--- config.mk ---
export PLATFORM = sky130hd
export DESIGN_NAME = bounded_set_table
export DESIGN_NICKNAME = d
export VERILOG_FILES = /design/src/design/bst_pkg.sv /design/src/design/bst_store.sv /design/src/design/bounded_set_table.sv
export SDC_FILE = /design/constraint.sdc
export NUM_CORES = 1
export LEC_CHECK = 0
export BUFFER_PORTS_ARGS = -buffer_cell sky130_fd_sc_hd__buf_2
export CAP_MARGIN = 40
export CELL_PAD_IN_SITES_DETAIL_PLACEMENT = 0
export CELL_PAD_IN_SITES_GLOBAL_PLACEMENT = 1
export CORE_ASPECT_RATIO = 1.1
export CORE_MARGIN = 1.5
export CORE_UTILIZATION = 55
export DETAILED_ROUTE_END_ITERATION = 8
export PLACE_DENSITY_LB_ADDON = 0.1
export SYNTH_ARGS = -nofsm -noshare
export SYNTH_HDL_FRONTEND = slang
export SYNTH_SLANG_ARGS = --single-unit
--- constraint.sdc ---
create_clock -name clk -period 5.75 [get_ports clk]
set_clock_uncertainty 0.15 [all_clocks]
set_input_delay 0.2875 -clock clk [delete_from_list [all_inputs] [get_ports clk]]
set_output_delay 0.2875 -clock clk [all_outputs]
set_load 0.02 [all_outputs]
--- src/design/bst_pkg.sv ---
// Shared types and codes for the bounded set table.
package bst_pkg;

	// Fixed widths of the command and response beats.
	localparam int ELEMENT_W = 16;
	localparam int MODE_W    = 2;
	localparam int COUNT_W   = 5;

	// Operation codes; the unused code behaves as a query.
	localparam logic [MODE_W-1:0] MODE_INSERT = 2'd0;
	localparam logic [MODE_W-1:0] MODE_DELETE = 2'd1;
	localparam logic [MODE_W-1:0] MODE_QUERY  = 2'd2;

	typedef struct packed {
		logic [MODE_W-1:0]    mode;
		logic [ELEMENT_W-1:0] element;
	} set_cmd_t;

	typedef struct packed {
		logic               was_member;
		logic [COUNT_W-1:0] count_after;
		logic               is_empty;
		logic               is_full;
	} set_rsp_t;

	// Sequencer states.
	typedef enum logic [2:0] {
		ST_IDLE,
		ST_READ,
		ST_CMP,
		ST_SH_READ,
		ST_SH_WRITE,
		ST_FINISH
	} state_t;

endpackage

--- src/design/bst_store.sv ---
// Entry storage: one write port and one read port with registered read data.
module bst_store #(
	parameter int DEPTH  = 16,
	parameter int AW     = 4,
	parameter int DW     = 16
) (
	input  logic          clk,
	input  logic          rd_en,
	input  logic [AW-1:0] rd_addr,
	output logic [DW-1:0] rd_data,
	input  logic          wr_en,
	input  logic [AW-1:0] wr_addr,
	input  logic [DW-1:0] wr_data
);

	logic [DW-1:0] mem [DEPTH];
	logic [DW-1:0] rd_data_q;

	// Write port.
	always_ff @(posedge clk) begin
		if (wr_en) begin
			mem[wr_addr] <= wr_data;
		end
	end

	// Read port, data registered.
	always_ff @(posedge clk) begin
		if (rd_en) begin
			rd_data_q <= mem[rd_addr];
		end
	end

	assign rd_data = rd_data_q;

endmodule

--- src/design/bounded_set_table.sv ---
// Top level of the bounded set table: sequencer, comparator and entry count.
//
// A set of up to CAPACITY distinct values kept packed in a small memory with
// a count. A command beat is taken when start is high and busy is low; one
// response beat follows, shown on rsp for exactly one cycle with done high,
// and it cannot be held off. The block walks the entries through the single
// memory read port and one equality comparator, a read state and a compare
// state per entry looked at; a delete then moves each later entry down one
// place, with a shift-read and a shift-write state per entry. On an empty
// set the walk is skipped and the item goes straight to the finish state.
// busy is low again in the cycle done is shown, so a new beat may be taken
// there. The memory needs no clearing after reset: only entries below the
// count are ever read.
module bounded_set_table
	import bst_pkg::*;
#(
	parameter int CAPACITY     = 16,
	parameter int ELEMENT_BITS = 16
) (
	input  logic     clk,
	input  logic     arst_n,
	input  logic     start,
	input  set_cmd_t cmd,
	output logic     busy,
	output logic     done,
	output set_rsp_t rsp
);

	localparam int AW = (CAPACITY > 1) ? $clog2(CAPACITY) : 1;
	localparam int CW = $clog2(CAPACITY + 1);
	localparam int SB = (ELEMENT_BITS < ELEMENT_W) ? ELEMENT_BITS : ELEMENT_W;

	state_t state_q, state_d;

	logic [AW-1:0]     idx_q;
	logic [CW-1:0]     count_q;
	logic [SB-1:0]     value_q;
	logic [MODE_W-1:0] mode_q;
	logic              found_q;
	logic              done_q;
	set_rsp_t          rsp_q;

	logic          rd_en;
	logic [AW-1:0] rd_addr;
	logic [SB-1:0] rd_data;
	logic          wr_en;
	logic [AW-1:0] wr_addr;
	logic [SB-1:0] wr_data;

	logic          hit;
	logic          last;
	logic [CW-1:0] idx_inc;
	logic          shift_done;
	logic          do_insert;
	logic          do_delete;
	logic [CW-1:0] cnt_next;

	bst_store #(
		.DEPTH (CAPACITY),
		.AW    (AW),
		.DW    (SB)
	) u_store (
		.clk     (clk),
		.rd_en   (rd_en),
		.rd_addr (rd_addr),
		.rd_data (rd_data),
		.wr_en   (wr_en),
		.wr_addr (wr_addr),
		.wr_data (wr_data)
	);

	// Shared comparator and index arithmetic.
	always_comb begin
		idx_inc    = CW'(idx_q) + CW'(1);
		hit        = (rd_data == value_q);
		last       = (idx_inc == count_q);
		shift_done = (idx_inc >= count_q);
		do_insert  = (mode_q == MODE_INSERT) && !found_q && (count_q < CW'(CAPACITY));
		do_delete  = (mode_q == MODE_DELETE) && found_q;
		if (do_insert) begin
			cnt_next = count_q + CW'(1);
		end else if (do_delete) begin
			cnt_next = count_q - CW'(1);
		end else begin
			cnt_next = count_q;
		end
	end

	// Next state.
	always_comb begin
		state_d = state_q;
		case (state_q)
			ST_IDLE: begin
				if (start) begin
					state_d = (count_q == '0) ? ST_FINISH : ST_READ;
				end
			end
			ST_READ: begin
				state_d = ST_CMP;
			end
			ST_CMP: begin
				if (hit) begin
					state_d = (mode_q == MODE_DELETE) ? ST_SH_READ : ST_FINISH;
				end else if (last) begin
					state_d = ST_FINISH;
				end else begin
					state_d = ST_READ;
				end
			end
			ST_SH_READ: begin
				state_d = shift_done ? ST_FINISH : ST_SH_WRITE;
			end
			ST_SH_WRITE: begin
				state_d = ST_SH_READ;
			end
			ST_FINISH: begin
				state_d = ST_IDLE;
			end
			default: begin
				state_d = ST_IDLE;
			end
		endcase
	end

	// Memory port controls.
	always_comb begin
		rd_en   = 1'b0;
		rd_addr = idx_q;
		wr_en   = 1'b0;
		wr_addr = idx_q;
		wr_data = rd_data;
		case (state_q)
			ST_READ: begin
				rd_en = 1'b1;
			end
			ST_SH_READ: begin
				rd_en   = !shift_done;
				rd_addr = AW'(idx_inc);
			end
			ST_SH_WRITE: begin
				wr_en = 1'b1;
			end
			ST_FINISH: begin
				wr_en   = do_insert;
				wr_addr = AW'(count_q);
				wr_data = value_q;
			end
			default: begin
				rd_en = 1'b0;
				wr_en = 1'b0;
			end
		endcase
	end

	// Control registers.
	always_ff @(posedge clk or negedge arst_n) begin
		if (!arst_n) begin
			state_q <= ST_IDLE;
			count_q <= '0;
			found_q <= 1'b0;
			done_q  <= 1'b0;
		end else begin
			state_q <= state_d;
			done_q  <= (state_q == ST_FINISH);
			if (state_q == ST_IDLE && start) begin
				found_q <= 1'b0;
			end else if (state_q == ST_CMP && hit) begin
				found_q <= 1'b1;
			end
			if (state_q == ST_FINISH) begin
				count_q <= cnt_next;
			end
		end
	end

	// Item and response registers.
	always_ff @(posedge clk) begin
		case (state_q)
			ST_IDLE: begin
				if (start) begin
					value_q <= cmd.element[SB-1:0];
					mode_q  <= cmd.mode;
					idx_q   <= '0;
				end
			end
			ST_CMP: begin
				if (!hit && !last) begin
					idx_q <= AW'(idx_inc);
				end
			end
			ST_SH_WRITE: begin
				idx_q <= AW'(idx_inc);
			end
			ST_FINISH: begin
				rsp_q.was_member  <= found_q;
				rsp_q.count_after <= COUNT_W'(cnt_next);
				rsp_q.is_empty    <= (cnt_next == '0);
				rsp_q.is_full     <= (cnt_next == CW'(CAPACITY));
			end
			default: begin
				idx_q <= idx_q;
			end
		endcase
	end

	assign busy = (state_q != ST_IDLE);
	assign done = done_q;
	assign rsp  = rsp_q;

`ifndef NO_ASSERTIONS
	// The response beat comes only once the sequencer is free again.
	a_done_not_busy: assert property (@(posedge clk) disable iff (!arst_n)
		done |-> !busy)
		else $error("response shown while busy");

	// An accepted command always starts the sequencer.
	a_start_busy: assert property (@(posedge clk) disable iff (!arst_n)
		(start && !busy) |=> busy)
		else $error("command accepted but sequencer idle");

	// The count never passes the capacity.
	a_count_range: assert property (@(posedge clk) disable iff (!arst_n)
		count_q <= CW'(CAPACITY))
		else $error("entry count beyond capacity");

	// A full set is never reported empty.
	a_full_empty: assert property (@(posedge clk) disable iff (!arst_n)
		(done && rsp.is_full) |-> !rsp.is_empty)
		else $error("response both full and empty");
`endif

endmodule
==> flow_metrics.tcl <==
set metrics [dict create \
    status "finished clean" \
    crit_type "register to register" \
    dr_wl_met2_mm 19.36 \
    placed_cell_area_um2 15430 \
    fmax_mhz 287.7 \
    rsz0062_at_grt "false" \
    grt_max_degree 79 \
    wl_per_cell_um 27.54 \
    met3_length_mm 2.691 \
    synth-main-ff-cell "edfxtp_1" \
    antenna_found_initial 0 \
    wl_met1_mm 16.56 \
    period_share_pct 60.44 \
    dp_hpwl_mm 23.48 \
    seq_area_um2 9319 \
    ant_nets 0 \
    async_flop_share_pct 3.205 \
    syn_avg_cell_area_um2 14.14 \
    min_period_ns 3.476 \
    cts_buffers 35 \
    critical_path.slowest_cell "nand4bb_4" \
    maxSlewHeadroom_pct 40.58 \
    num_antenna_cells 0 \
    end_kind "register" \
    grt_usage_pct 28.85 \
    clk_path_buf_depth 3 \
    gp_congestion 0.7789 \
    dr.pass1.iters 5 \
    drc_errors 0 \
    ys.warnings.count 0 \
    hold_path_class "input pin to asynchronous set/reset pin" \
    crit_arrival_ns 3.54 \
    worst_setup_path_start_kind "register" \
    critPathRequiredTime_ns 5.81 \
    area_growth_pct 12.16 \
    vias_per_cell 7.186 \
    multi_input_area_um2 5061 \
    cts_tree "done" \
    hold_viol 0 \
    peakVddDrop_mv 0.3262 \
    syn_area_um2 14830 \
    holdWs_ns 0.04855 \
    ctsHtreeMaxLevel 2 \
    rows 62 \
    die_w_um 159.6 \
    p_leak_nw 5.277 \
    clock-sinks 312 \
    top_layer "met4" \
    design_area_um2 16630 \
    initial_core_util_pct 56.39 \
    cap_violations 0 \
    first_global_vias 10071 \
    synth_cell_types 59 \
    critPathMaxStageDelay_ns 0.74 \
    ios 31 \
    clockRootBuffer "clkbuf_16" \
    synth_fp_nets 1078 \
    ys_ff_latch 312 \
    die-height_um 175.2 \
    nets 1102 \
    synth_edf_count 302 \
    clk_pin_slew_ns 0.06 \
    power_density_nw_per_um2 554.4 \
    grt_pass1_wl_mm 61.00 \
    clock_latency_ns 0.51 \
    finalSetupViolations 0 \
    initialDrtViolationCount 1027 \
    drive_above_1_share_pct 14.76 \
    path_max_fanout 43 \
    grt_overflow 0 \
    post_cts_buffers 0 \
    die_area_um2 27960 \
    finalWirelength_mm 39.74 \
    worstPathCellList "ha_1, nand4bb_4, buf_4, o32ai_1, mux2i_1, a32oi_1, o311ai_1" \
    core_area_um2 26300 \
    syn_inst 1049 \
    vias 10369 \
    slew_viol_final 0 \
    portBuffers 30 \
    yosysSeqAreaShare_pct 62.84 \
    worstMarginPinSlew_ns 0.8913 \
    final.setup.tns_ns 0 \
    n_fill_cell 2003 \
]
through the flow:
stage                     cells  worst slack (ns)  utilization [%]  total power, mW
after floorplan            1049             2.291                -            6.009
after global placement     1355             2.103            57.94            7.056
after detailed placement   1368             2.317            58.69            7.204
after CTS                  1443             2.310            63.25            9.199
after global routing       1443             2.073            63.25            9.685
final                      1443             2.274            63.25            9.221
cell usage in the layout, fill, tap and decap left out, types with 11 or more instances in the layout:
cell,count
mux2i_1,63
a211oi_1,21
dlygate4sd3_1,20
nor2_1,23
a32oi_1,15
a21oi_1,13
edfxtp_1,302
o22ai_1,19
o32ai_1,126
buf_2,31
a211o_1,16
nor2b_1,18
xnor2_1,22
inv_1,14
and2_0,15
o221ai_1,81
o21ai_0,11
nand2_1,15
clkbuf_16,37
a221oi_1,16
o21a_1,15
mux2_2,33
buf_4,27
final cells by class:
cell class                      count  share of cell area [%]
Timing Repair Buffer               90                   4.521
Clock inverter                      8                  0.2031
Clock buffer                       47                   5.793
Inverter                           16                  0.3761
Tap cell                          352                   2.648
Multi-Input combinational cell    618                   30.43
Sequential cell                   312                   56.03
kinds of logic after synthesis:
| logic type | Yosys count | synth area share (%) |
|---|---|---|
| compound gates | 367 | 20.41 |
| flops | 312 | 62.84 |
| simple gates | 124 | 4.674 |
| buf+inv | 119 | 3.282 |
| mux | 96 | 6.758 |
| xor+xnor | 23 | 1.358 |
| fa+ha+maj | 8 | 0.6750 |
sequential cells by signal (all words and copies together), names as in the netlist:
register and count:
idx_q 4, u_store.rd_data 16, mode_q 2, value_q 16
u_store.mem 256, done 1, count_q 5, state_q 3
found_q 1, rsp 8
where the power goes:
group	internal, mW	switching (mW)
combinational	1.42	2.53
clock	1.16	0.834
sequential	3.09	0.185
total	5.67	3.55
final timing paths:
path | start | slack (ns) | cells after the start | to
max | idx_q[0] | 2.27 | 7 | u_store.rd_data[3]
max in group asynchronous | arst_n | 5.18 | 2 | done
min reg2reg | count_q[1] | 0.51 | 2 | count_q[1]
min in group clk | cmd[1] | 0.34 | 2 | value_q[1]
min | arst_n | 0.05 | 2 | found_q
max reg2reg | idx_q[0] | 2.27 | 7 | u_store.rd_data[3]
metal layers:
layer	vias to the layer above	track usage, %
met4	0	9.748
met1	5340	39.72
met5	-	0
li1	4542	-
met2	411	47.67
met3	76	3.750
timing repair:
action / in CTS / in global routing
gates resized for setup: 0 / 0
endpoints found under the hold margin: 29 / 0
hold buffers: 20 / 0
synthesized netlist by cell type, types with 8 or more instances:
cell / n / share of area [%]
o32ai_1: 126 / 7.4
o21ai_0: 11 / 0.37
buf_2: 22 / 0.74
mux2_2: 33 / 2.5
and2_0: 15 / 0.63
a21oi_1: 13 / 0.44
o221ai_1: 81 / 4.8
edfxtp_1: 302 / 61
nor3_1: 9 / 0.30
buf_1: 17 / 0.43
ha_1: 8 / 0.68
o21a_1: 15 / 0.76
o22ai_1: 19 / 0.80
a211o_1: 16 / 0.94
o311ai_0: 9 / 0.53
inv_1: 15 / 0.38
a32oi_1: 15 / 0.89
xnor2_1: 22 / 1.3
nor2b_1: 18 / 0.76
mux2i_1: 63 / 4.3
dfrtp_1: 10 / 1.7
a221oi_1: 16 / 0.94
a211oi_1: 21 / 1.1
nand2_1: 16 / 0.41
clkbuf_1: 62 / 1.6
nor2_1: 29 / 0.73
worst max-delay path: cells and delay by family (launching register included):
family | cells | cell delay (ns)
simple gates | 1 | 0.74
flops | 1 | 0.39
fa+ha+maj | 1 | 0.42
mux | 1 | 0.12
buf+inv | 1 | 0.48
compound gates | 3 | 0.88
Note: power is estimated with default switching activity, not from simulation.
